<file path="config.mk">
export PLATFORM = sky130hd
export DESIGN_NAME = planar_odometry_integrator_unit
export DESIGN_NICKNAME = d
export VERILOG_FILES = /design/src/sv/poi_pkg.sv /design/src/sv/poi_cordic.sv /design/src/sv/poi_mul.sv /design/src/sv/planar_odometry_integrator_unit.sv
export SDC_FILE = /design/constraint.sdc
export NUM_CORES = 2
export LEC_CHECK = 0
export BUFFER_PORTS_ARGS = -buffer_cell sky130_fd_sc_hd__clkbuf_2
export CORE_UTILIZATION = 65
export DETAILED_ROUTE_END_ITERATION = 6
export GPL_ROUTABILITY_DRIVEN = 1
export PLACE_DENSITY = 0.82
export REMOVE_ABC_BUFFERS = 1
export SETUP_SLACK_MARGIN = 0.3
export SLEW_MARGIN = 40
export SYNTH_ARGS = -nofsm -noshare
export SYNTH_HDL_FRONTEND = slang
export SYNTH_HIERARCHICAL = 1
export SYNTH_SLANG_ARGS = --single-unit
</file>
<file path="constraint.sdc">
create_clock -name clock -period 21.6 [get_ports clock]
set_input_delay 1.08 -clock clock [delete_from_list [all_inputs] [get_ports clock]]
set_output_delay 1.08 -clock clock [all_outputs]
set_load 0.05 [all_outputs]
</file>
<file path="src/sv/poi_pkg.sv">
// Shared types, constants and the arctangent table of the planar odometry integrator.
package poi_pkg;

   localparam int ANGLE_BITS_DEF     = 32;
   localparam int TRIG_FRAC_BITS_DEF = 15;

   localparam int CORDIC_ITERS = 24;
   localparam int CORDIC_W     = 34;
   localparam int CNT_W        = 5;
   localparam longint CORDIC_X0 = 64'd652032874;

   // round(2^64 / (2 pi 1e9)) split into high and low 16-bit halves
   localparam int TURN_KH = 44798;
   localparam int TURN_KL = 8775;

   localparam logic [19:0] MAX_ELAPSED = 20'd1000000;

   typedef logic signed [15:0] vel_type;
   typedef logic [19:0]        elapsed_type;
   typedef logic signed [63:0] pos_type;
   typedef logic [31:0]        heading_type;

   // atan(2^-i) as a 32-bit binary angle
   function automatic logic [31:0] atan_angle(input logic [CNT_W-1:0] idx);
      logic [31:0] a;
      case (idx)
         5'd0:    a = 32'h20000000;
         5'd1:    a = 32'h12E4051E;
         5'd2:    a = 32'h09FB385B;
         5'd3:    a = 32'h051111D4;
         5'd4:    a = 32'h028B0D43;
         5'd5:    a = 32'h0145D7E1;
         5'd6:    a = 32'h00A2F61E;
         5'd7:    a = 32'h00517C55;
         5'd8:    a = 32'h0028BE53;
         5'd9:    a = 32'h00145F2F;
         5'd10:   a = 32'h000A2F98;
         5'd11:   a = 32'h000517CC;
         5'd12:   a = 32'h00028BE6;
         5'd13:   a = 32'h000145F3;
         5'd14:   a = 32'h0000A2FA;
         5'd15:   a = 32'h0000517D;
         5'd16:   a = 32'h000028BE;
         5'd17:   a = 32'h0000145F;
         5'd18:   a = 32'h00000A30;
         5'd19:   a = 32'h00000518;
         5'd20:   a = 32'h0000028C;
         5'd21:   a = 32'h00000146;
         5'd22:   a = 32'h000000A3;
         5'd23:   a = 32'h00000051;
         default: a = 32'h00000000;
      endcase
      return a;
   endfunction

endpackage

</file>
<file path="src/sv/poi_cordic.sv">
// Iterative rotation-mode CORDIC giving rounded, clamped cosine and sine of a binary angle.
module poi_cordic #(
   parameter int TRIG_FRAC_BITS = poi_pkg::TRIG_FRAC_BITS_DEF
) (
   input  logic                             clock,
   input  logic                             reset,
   input  logic                             start,
   input  logic [31:0]                      angle,
   output logic                             done,
   output logic signed [TRIG_FRAC_BITS:0]   cos_out,
   output logic signed [TRIG_FRAC_BITS:0]   sin_out
);
   import poi_pkg::*;

   localparam int CW = TRIG_FRAC_BITS + 1;
   localparam int XW = CORDIC_W;
   localparam int TS = 30 - TRIG_FRAC_BITS;
   localparam logic signed [XW-1:0] RND_H   = XW'(1) <<< (TS - 1);
   localparam logic signed [XW-1:0] LIM     = (XW'(1) <<< TRIG_FRAC_BITS) - XW'(1);
   localparam logic signed [XW-1:0] QUARTER = XW'(64'd1073741824);
   localparam logic signed [XW-1:0] HALF    = XW'(64'd2147483648);

   typedef enum logic [1:0] {C_IDLE, C_ITER, C_FIN} cstate_type;

   cstate_type              state_ff, state_in;
   logic [CNT_W-1:0]        cnt_ff, cnt_in;
   logic signed [XW-1:0]    x_ff, x_in, y_ff, y_in, z_ff, z_in;
   logic                    flip_ff, flip_in;
   logic                    done_ff, done_in;
   logic signed [CW-1:0]    cos_ff, cos_in, sin_ff, sin_in;

   logic signed [XW-1:0]    z0, x_sh, y_sh, atan_v, xf, yf;

   function automatic logic signed [CW-1:0] trig_round(input logic signed [XW-1:0] v);
      logic signed [XW-1:0] r;
      r = (v + (v[XW-1] ? RND_H - XW'(1) : RND_H)) >>> TS;
      if (r > LIM) begin
         r = LIM;
      end else if (r < -LIM) begin
         r = -LIM;
      end
      return CW'(r);
   endfunction

   always_comb begin
      z0     = XW'(signed'(angle));
      x_sh   = x_ff >>> cnt_ff;
      y_sh   = y_ff >>> cnt_ff;
      atan_v = XW'(atan_angle(cnt_ff));
      xf     = flip_ff ? -x_ff : x_ff;
      yf     = flip_ff ? -y_ff : y_ff;

      state_in = state_ff;
      cnt_in   = cnt_ff;
      x_in     = x_ff;
      y_in     = y_ff;
      z_in     = z_ff;
      flip_in  = flip_ff;
      done_in  = 1'b0;
      cos_in   = cos_ff;
      sin_in   = sin_ff;

      case (state_ff)
         C_IDLE: begin
            if (start) begin
               // fold into [-pi/2, pi/2]; results negated at the end
               x_in    = XW'(CORDIC_X0);
               y_in    = '0;
               cnt_in  = '0;
               flip_in = 1'b0;
               z_in    = z0;
               if (z0 > QUARTER) begin
                  z_in    = z0 - HALF;
                  flip_in = 1'b1;
               end else if (z0 < -QUARTER) begin
                  z_in    = z0 + HALF;
                  flip_in = 1'b1;
               end
               state_in = C_ITER;
            end
         end
         C_ITER: begin
            if (!z_ff[XW-1]) begin
               x_in = x_ff - y_sh;
               y_in = y_ff + x_sh;
               z_in = z_ff - atan_v;
            end else begin
               x_in = x_ff + y_sh;
               y_in = y_ff - x_sh;
               z_in = z_ff + atan_v;
            end
            cnt_in = cnt_ff + CNT_W'(1);
            if (cnt_ff == CNT_W'(CORDIC_ITERS - 1)) begin
               state_in = C_FIN;
            end
         end
         C_FIN: begin
            cos_in   = trig_round(xf);
            sin_in   = trig_round(yf);
            done_in  = 1'b1;
            state_in = C_IDLE;
         end
         default: state_in = C_IDLE;
      endcase
   end

   always_ff @(posedge clock) begin
      if (reset) begin
         state_ff <= C_IDLE;
         done_ff  <= 1'b0;
      end else begin
         state_ff <= state_in;
         done_ff  <= done_in;
      end
      cnt_ff  <= cnt_in;
      x_ff    <= x_in;
      y_ff    <= y_in;
      z_ff    <= z_in;
      flip_ff <= flip_in;
      cos_ff  <= cos_in;
      sin_ff  <= sin_in;
   end

   assign done    = done_ff;
   assign cos_out = cos_ff;
   assign sin_out = sin_ff;

endmodule

</file>
<file path="src/sv/poi_mul.sv">
// Shared signed multiplier with a registered product.
module poi_mul #(
   parameter int AW = 36,
   parameter int BW = 21
) (
   input  logic                    clock,
   input  logic signed [AW-1:0]    op_a,
   input  logic signed [BW-1:0]    op_b,
   output logic signed [AW+BW-1:0] prod
);
   logic signed [AW+BW-1:0] prod_ff, prod_in;

   assign prod_in = (AW + BW)'(op_a) * (AW + BW)'(op_b);

   always_ff @(posedge clock) begin
      prod_ff <= prod_in;
   end

   assign prod = prod_ff;

endmodule

</file>
<file path="src/sv/planar_odometry_integrator_unit.sv">
// Planar odometry integrator: one report is worked on at a time, and a new report is taken only
// after the last one has been committed. The held heading goes through a 24-step CORDIC: 24
// iterations, a rounding step and a step to hand the sine and cosine over. One shared
// multiplier then runs nine products back to back: the velocity rotation, the elapsed-time
// scaling and the heading-advance coefficient. A final step commits the saturating x/y
// accumulators and the wrapping heading. That step waits while an earlier result is still
// stalled. req_stall is high from the transfer until the commit. A result waits in its own
// output registers, so the next report may be taken before it is transferred.
module planar_odometry_integrator_unit #(
   parameter int ANGLE_BITS     = poi_pkg::ANGLE_BITS_DEF,
   parameter int TRIG_FRAC_BITS = poi_pkg::TRIG_FRAC_BITS_DEF
) (
   input  logic                  clock,
   input  logic                  reset,
   input  logic                  req_valid,
   output logic                  req_stall,
   input  poi_pkg::vel_type      req_vel_x,
   input  poi_pkg::vel_type      req_vel_y,
   input  poi_pkg::vel_type      req_yaw_rate,
   input  poi_pkg::elapsed_type  req_elapsed_us,
   output logic                  rsp_valid,
   input  logic                  rsp_stall,
   output poi_pkg::pos_type      rsp_pos_x,
   output poi_pkg::pos_type      rsp_pos_y,
   output poi_pkg::heading_type  rsp_heading
);
   import poi_pkg::*;

   localparam int F    = TRIG_FRAC_BITS;
   localparam int AB   = ANGLE_BITS;
   localparam int CW   = F + 1;
   localparam int EW   = F + 17;
   localparam int MGW  = 35;
   localparam int MAW  = (EW > MGW + 1) ? EW : MGW + 1;
   localparam int MBW  = (CW > 21) ? CW : 21;
   localparam int PW   = MAW + MBW;
   localparam int HSW  = 52;
   localparam logic signed [PW-1:0] RND_H = PW'(1) <<< (F - 1);
   localparam logic [HSW-1:0] HRND = HSW'(1) << (47 - AB);
   localparam logic signed [63:0] POS_MAX = {1'b0, {63{1'b1}}};
   localparam logic signed [63:0] POS_MIN = {1'b1, {63{1'b0}}};

   typedef enum logic [3:0] {
      S_IDLE, S_TRIG, S_MUL0, S_MUL1, S_MUL2, S_MUL3, S_MUL4,
      S_MUL5, S_MUL6, S_MUL7, S_MUL8, S_MUL9, S_ACC
   } state_type;

   state_type               state_ff, state_in;
   logic signed [15:0]      vx_ff, vx_in, vy_ff, vy_in, wz_ff, wz_in;
   logic [19:0]             dt_ff, dt_in;
   logic signed [EW-1:0]    ex_ff, ex_in, ey_ff, ey_in;
   logic                    wneg_ff, wneg_in;
   logic [MGW-1:0]          mag_ff, mag_in;
   logic signed [PW-1:0]    dxw_ff, dxw_in, dyw_ff, dyw_in;
   logic [HSW-1:0]          ha_ff, ha_in, hsum_ff, hsum_in;
   logic signed [63:0]      dx_ff, dx_in, dy_ff, dy_in;
   logic signed [63:0]      acc_x_ff, acc_x_in, acc_y_ff, acc_y_in;
   logic [AB-1:0]           acc_heading_ff, acc_heading_in;
   logic                    rsp_valid_ff, rsp_valid_in;
   logic signed [63:0]      rsp_pos_x_ff, rsp_pos_x_in, rsp_pos_y_ff, rsp_pos_y_in;
   logic [31:0]             rsp_heading_ff, rsp_heading_in;

   logic                    accept, out_free, rsp_xfer;
   logic [19:0]             el_clamped;
   logic [31:0]             cor_angle;
   logic                    cor_done;
   logic signed [CW-1:0]    cos_v, sin_v;
   logic signed [MAW-1:0]   mul_a;
   logic signed [MBW-1:0]   mul_b;
   logic signed [PW-1:0]    prod;
   logic signed [MBW-1:0]   dt_op;
   logic [HSW-1:0]          q_full;
   logic [AB-1:0]           q_ang, dh;

   function automatic logic signed [63:0] rnd_disp(input logic signed [PW-1:0] v);
      logic signed [PW-1:0] r;
      r = (v + (v[PW-1] ? RND_H - PW'(1) : RND_H)) >>> F;
      return 64'(r);
   endfunction

   function automatic logic signed [63:0] sat_add(input logic signed [63:0] a,
                                                  input logic signed [63:0] b);
      logic signed [64:0] s;
      s = 65'(a) + 65'(b);
      if (s[64] != s[63]) begin
         return s[64] ? POS_MIN : POS_MAX;
      end
      return s[63:0];
   endfunction

   poi_cordic #(
      .TRIG_FRAC_BITS(TRIG_FRAC_BITS)
   ) u_cordic (
      .clock   (clock),
      .reset   (reset),
      .start   (accept),
      .angle   (cor_angle),
      .done    (cor_done),
      .cos_out (cos_v),
      .sin_out (sin_v)
   );

   poi_mul #(
      .AW(MAW),
      .BW(MBW)
   ) u_mul (
      .clock (clock),
      .op_a  (mul_a),
      .op_b  (mul_b),
      .prod  (prod)
   );

   assign accept     = req_valid && (state_ff == S_IDLE);
   assign req_stall  = (state_ff != S_IDLE);
   assign rsp_xfer   = rsp_valid_ff && !rsp_stall;
   assign out_free   = !rsp_valid_ff || !rsp_stall;
   assign el_clamped = (req_elapsed_us > MAX_ELAPSED) ? MAX_ELAPSED : req_elapsed_us;
   assign cor_angle  = 32'(acc_heading_ff) << (32 - AB);
   assign dt_op      = MBW'(signed'({1'b0, dt_ff}));

   // heading advance magnitude, then signed and wrapped to the angle width
   assign q_full = (hsum_ff + HRND) >> (48 - AB);
   assign q_ang  = AB'(q_full);
   assign dh     = wneg_ff ? -q_ang : q_ang;

   always_comb begin
      state_in       = state_ff;
      vx_in          = vx_ff;
      vy_in          = vy_ff;
      wz_in          = wz_ff;
      dt_in          = dt_ff;
      ex_in          = ex_ff;
      ey_in          = ey_ff;
      wneg_in        = wneg_ff;
      mag_in         = mag_ff;
      dxw_in         = dxw_ff;
      dyw_in         = dyw_ff;
      ha_in          = ha_ff;
      hsum_in        = hsum_ff;
      dx_in          = dx_ff;
      dy_in          = dy_ff;
      acc_x_in       = acc_x_ff;
      acc_y_in       = acc_y_ff;
      acc_heading_in = acc_heading_ff;
      rsp_pos_x_in   = rsp_pos_x_ff;
      rsp_pos_y_in   = rsp_pos_y_ff;
      rsp_heading_in = rsp_heading_ff;
      rsp_valid_in   = rsp_xfer ? 1'b0 : rsp_valid_ff;
      mul_a          = '0;
      mul_b          = '0;

      case (state_ff)
         S_IDLE: begin
            if (accept) begin
               vx_in    = req_vel_x;
               vy_in    = req_vel_y;
               wz_in    = req_yaw_rate;
               dt_in    = el_clamped;
               state_in = S_TRIG;
            end
         end
         S_TRIG: begin
            if (cor_done) begin
               state_in = S_MUL0;
            end
         end
         S_MUL0: begin
            mul_a    = MAW'(vx_ff);
            mul_b    = MBW'(cos_v);
            state_in = S_MUL1;
         end
         S_MUL1: begin
            mul_a    = MAW'(vy_ff);
            mul_b    = MBW'(sin_v);
            ex_in    = EW'(prod);
            state_in = S_MUL2;
         end
         S_MUL2: begin
            mul_a    = MAW'(vx_ff);
            mul_b    = MBW'(sin_v);
            ex_in    = ex_ff - EW'(prod);
            state_in = S_MUL3;
         end
         S_MUL3: begin
            mul_a    = MAW'(vy_ff);
            mul_b    = MBW'(cos_v);
            ey_in    = EW'(prod);
            state_in = S_MUL4;
         end
         S_MUL4: begin
            mul_a    = MAW'(wz_ff);
            mul_b    = dt_op;
            ey_in    = ey_ff + EW'(prod);
            state_in = S_MUL5;
         end
         S_MUL5: begin
            mul_a    = MAW'(ex_ff);
            mul_b    = dt_op;
            wneg_in  = prod[PW-1];
            mag_in   = MGW'(prod[PW-1] ? -prod : prod);
            state_in = S_MUL6;
         end
         S_MUL6: begin
            mul_a    = MAW'(ey_ff);
            mul_b    = dt_op;
            dxw_in   = prod;
            state_in = S_MUL7;
         end
         S_MUL7: begin
            mul_a    = MAW'(signed'({1'b0, mag_ff}));
            mul_b    = MBW'(TURN_KH);
            dyw_in   = prod;
            state_in = S_MUL8;
         end
         S_MUL8: begin
            mul_a    = MAW'(signed'({1'b0, mag_ff}));
            mul_b    = MBW'(TURN_KL);
            ha_in    = prod[HSW-1:0];
            dx_in    = rnd_disp(dxw_ff);
            state_in = S_MUL9;
         end
         S_MUL9: begin
            hsum_in  = ha_ff + (prod[HSW-1:0] >> 16);
            dy_in    = rnd_disp(dyw_ff);
            state_in = S_ACC;
         end
         S_ACC: begin
            // commit only once the output registers are free
            if (out_free) begin
               acc_x_in       = sat_add(acc_x_ff, dx_ff);
               acc_y_in       = sat_add(acc_y_ff, dy_ff);
               acc_heading_in = acc_heading_ff + dh;
               rsp_pos_x_in   = acc_x_in;
               rsp_pos_y_in   = acc_y_in;
               rsp_heading_in = 32'(acc_heading_in);
               rsp_valid_in   = 1'b1;
               state_in       = S_IDLE;
            end
         end
         default: state_in = S_IDLE;
      endcase
   end

   always_ff @(posedge clock) begin
      if (reset) begin
         state_ff       <= S_IDLE;
         rsp_valid_ff   <= 1'b0;
         acc_x_ff       <= '0;
         acc_y_ff       <= '0;
         acc_heading_ff <= '0;
      end else begin
         state_ff       <= state_in;
         rsp_valid_ff   <= rsp_valid_in;
         acc_x_ff       <= acc_x_in;
         acc_y_ff       <= acc_y_in;
         acc_heading_ff <= acc_heading_in;
      end
      vx_ff          <= vx_in;
      vy_ff          <= vy_in;
      wz_ff          <= wz_in;
      dt_ff          <= dt_in;
      ex_ff          <= ex_in;
      ey_ff          <= ey_in;
      wneg_ff        <= wneg_in;
      mag_ff         <= mag_in;
      dxw_ff         <= dxw_in;
      dyw_ff         <= dyw_in;
      ha_ff          <= ha_in;
      hsum_ff        <= hsum_in;
      dx_ff          <= dx_in;
      dy_ff          <= dy_in;
      rsp_pos_x_ff   <= rsp_pos_x_in;
      rsp_pos_y_ff   <= rsp_pos_y_in;
      rsp_heading_ff <= rsp_heading_in;
   end

   assign rsp_valid   = rsp_valid_ff;
   assign rsp_pos_x   = rsp_pos_x_ff;
   assign rsp_pos_y   = rsp_pos_y_ff;
   assign rsp_heading = rsp_heading_ff;

`ifndef SYNTHESIS
   a_cordic_done_in_trig: assert property (@(posedge clock) disable iff (reset)
      cor_done |-> (state_ff == S_TRIG))
      else $error("CORDIC finished outside the wait state");

   a_rsp_from_acc: assert property (@(posedge clock) disable iff (reset)
      $rose(rsp_valid) |-> $past(state_ff == S_ACC))
      else $error("result raised without an accumulate step");

   a_acc_hold: assert property (@(posedge clock) disable iff (reset)
      (!$past(reset) && $past(state_ff != S_ACC)) |-> ($stable(acc_x_ff) && $stable(acc_y_ff)))
      else $error("position accumulator moved outside the accumulate step");

   a_heading_range: assert property (@(posedge clock) disable iff (reset)
      rsp_valid |-> ((64'(rsp_heading) >> AB) == 64'd0))
      else $error("heading has bits above the angle width");
`endif

endmodule
</file>
==> results.toml <==
[critical_path]
r2r_cells = 29
cp.required_ps = 22200
crit_path_end_kind = "flip-flop"
crit_top_cell = "fa_1"
path_class = "reg2reg"
max_stage_delay_ps = 740
crit_arrival_ps = 10630
crit_fanout = 52
worst_path_max_delay_cell = "a21o_1"
critPathLaunchType = "flip-flop"

[clock_tree]
tritoncts = "done"
clock_path_buffers = 3
clk_transition_reported_paths_ps = 60
ctsResizeCount = 0
clock-sinks = 1002
cts_hold_buf = 0
cts_buffers = 103
cts-root-buf = "clkbuf_16"
cts_setup_buffers = 0
insertion_delay_ps = 750
cts_max_level = 3

[power]
switchingPower_mw = 3.95
p_int_mw = 5.38
power_frac_comb = 0.505
switching_share = 0.424
power_frac_seq = 0.283
cellPowerDensity_nw_per_um2 = 93.5
p_leak_nw = 43.1
vdd_drop_max_mv = 0.110
clkPwrFrac = 0.212

[final_layout]
final.fill_count = 10600
drive_gt1_frac = 0.0808
fin_nets = 11200
fin_cells = 11800
synthToLayoutAreaGrowth_pct = 6.95

[placement]
io_buffers = 233
placed_cells = 11600
gp_congestion = 0.996
hpwl_mm = 192

[sta]
hold_violations = 0
slew_viol_final = 0
relSlewSlack = 0.399
tightest_slew_ps = 889
setup-tns-final_ps = 0
fmax_ghz = 0.0997
fin_crit_ps = 10030
period_share = 0.464
rsz0062_at_grt = "no"
fin_skew_ps = 51.5
setup_viol = 0

[global_routing]
grt_max_degree = 92
grtUsageTotal = 0.356
grt_pass1_wl_mm = 411
antenna_found_initial = 5
overflow = 0
grt_pass1_vias = 75300

[detailed_routing]
drt-initial-drc-count = 8638
wire_per_inst_um = 21.9
via_count = 75700
drc = 5
viasPerCell = 6.39
wl_mm = 259
first_pass_iters = 7
ant_nets = 0

[outcome]
status = "finished, violations left"
violations = "DRC"

[worst_hold_path]
hold_depth = 2
min_path_type = "reg2reg"

[yosys]
synthTopCellsByArea = "edfxtp_1 (24%), fa_1 (16%), ha_1 (7.5%)"
synth-seq-cells = 1002
syn-cell-area_sq_um = 93300
postSynth.asyncResetShare = 0
synth_edf_count = 747
synth_flop_cell = "edfxtp_1"
yosysSeqAreaShare = 0.295
syn_avg_cell_area_sq_um = 9.40
ys_types = 120
yosys_warnings = 6
synth_cells = 9927
yosysTopAreaCell = "edfxtp_1"
synth.top_cell.area_share = 0.240

[floorplan]
fp.dieH_um = 381
io_pins = 234
die_x_um = 381
die_area_sq_um = 145000
placementRows = 138
start_util = 0.658
coreArea_sq_um = 142000

[flow_run]
max-cap-violations = 0
## registers in the layout, indices dropped and copies added, names as in the netlist, 35 cells and up
register,count
acc_x_ff,64
rsp_pos_y,64
mag_ff,35
dy_ff,42
dxw_ff,57
dyw_ff,57
rsp_pos_x,64
dx_ff,42
u_mul/prod,57
acc_y_ff,64
ha_ff,48
## layout make-up
class                           instances  area (sq um)  area share
Timing Repair Buffer                  348          2130      0.0213
Clock inverter                         69          1000      0.0101
Multi-Input combinational cell       7377         60100       0.602
Tap cell                             1890          2360      0.0237
Clock buffer                          126          2790      0.0279
Sequential cell                      1002         27500       0.276
Antenna cell                            1          2.50   0.0000251
Inverter                             1030          3880      0.0388
## layout by cell type (no fill, tap or decap), types with 36 or more instances in the layout
cell type	n
o21ai_0	392
o21bai_1	45
nand2b_1	86
a21o_1	262
clkbuf_16	106
xnor2_1	433
a211oi_1	132
nand4_1	98
fa_1	752
nand2_1	1189
a31oi_1	83
nor2b_1	58
buf_4	99
mux4_2	106
o31ai_1	65
o21a_1	121
nor2_1	644
nor4_1	52
and2_1	358
nor3_1	140
ha_1	560
and3_1	84
nand3_1	164
clkbuf_2	233
xor2_1	276
mux2i_1	41
inv_1	1020
or3_1	51
a222oi_1	36
dfxtp_1	255
edfxtp_1	747
o211ai_1	37
a21oi_1	527
## worst paths after layout
kind	startpoint	to	slack, ps
setup / recovery	state_ff[1]	u_mul/prod[52]	11570
hold / removal	acc_y_ff[63]	acc_y_ff[63]	470
setup reg to reg	state_ff[1]	u_mul/prod[52]	11570
hold reg to reg	acc_y_ff[63]	acc_y_ff[63]	470
## power by group through the flow
stage               registers, mW  logic (mW)  clock network [mW]
finish                       2.64        4.72                1.98
global route                 2.64        5.15                2.07
CTS                          2.62        4.60                2.00
detailed placement           2.66        4.55                   0
global placement             2.65        4.40                   0
floorplan                    2.58        3.39                   0
## critical path: cells and delay by family (launching register included)
| family | cells | cell delay, ps |
|---|---|---|
| flops | 1 | 660 |
| fa+ha+maj | 8 | 4000 |
| compound gates | 8 | 2330 |
| simple gates | 6 | 1890 |
| buf+inv | 7 | 960 |
## synthesized netlist by cell type (36+ instances only)
master	count
nor4_1	53
mux4_2	106
nand3_1	175
o21bai_1	45
and2_1	359
clkbuf_1	456
and3_1	86
xnor2_1	435
o21a_1	121
nand4_1	98
a21oi_1	529
nand2_1	1195
edfxtp_1	747
a21o_1	265
o21ai_0	393
o211ai_1	37
nor2_1	646
nand2b_1	87
xor2_1	276
a31oi_1	83
nor3_1	144
o31ai_1	67
or3_1	51
inv_1	1025
dfxtp_1	255
fa_1	752
ha_1	560
a211oi_1	132
nor2b_1	60
mux2i_1	45
a222oi_1	36
## per-stage QoR
step           hold slack (ps)  power [mW]  cell area [sq um]  utilization  worst slack (ps)
6_report                   466        9.33              99800        0.703             11570
5_1_grt                    493        9.87              99800        0.703             11100
4_1_cts                    468        9.22              99800        0.703             11760
3_5_place_dp               459        7.21              96000        0.676             11770
3_3_place_gp               454        7.05              95700        0.675             11880
2_1_floorplan              404        5.98              91300            -              6750
## metal layers
metal | part of all wire | vias to the layer above | track usage
met3 | 0.097 | 714 | 0.0643
met5 | 0.000027 | - | 0
met4 | 0.042 | 2 | 0.139
met2 | 0.46 | 3992 | 0.574
li1 | - | 34200 | -
met1 | 0.40 | 36800 | 0.477
## logic make-up (layout without fill, tap and decap cells)
family / after synthesis / after routing / share of synthesized area
AND/OR/NAND/NOR: 3104 / 3104 / 0.158
XOR/XNOR: 711 / 711 / 0.0667
flip-flops: 1002 / 1002 / 0.295
adder cells (fa/ha/maj): 1312 / 1312 / 0.236
AO/OA/AOI/OAI: 2078 / 2078 / 0.147
other: 0 / 1 / 0
multiplexers: 172 / 172 / 0.0331
buffers and inverters: 1548 / 1573 / 0.0638
(Power assumes the default switching activity.)
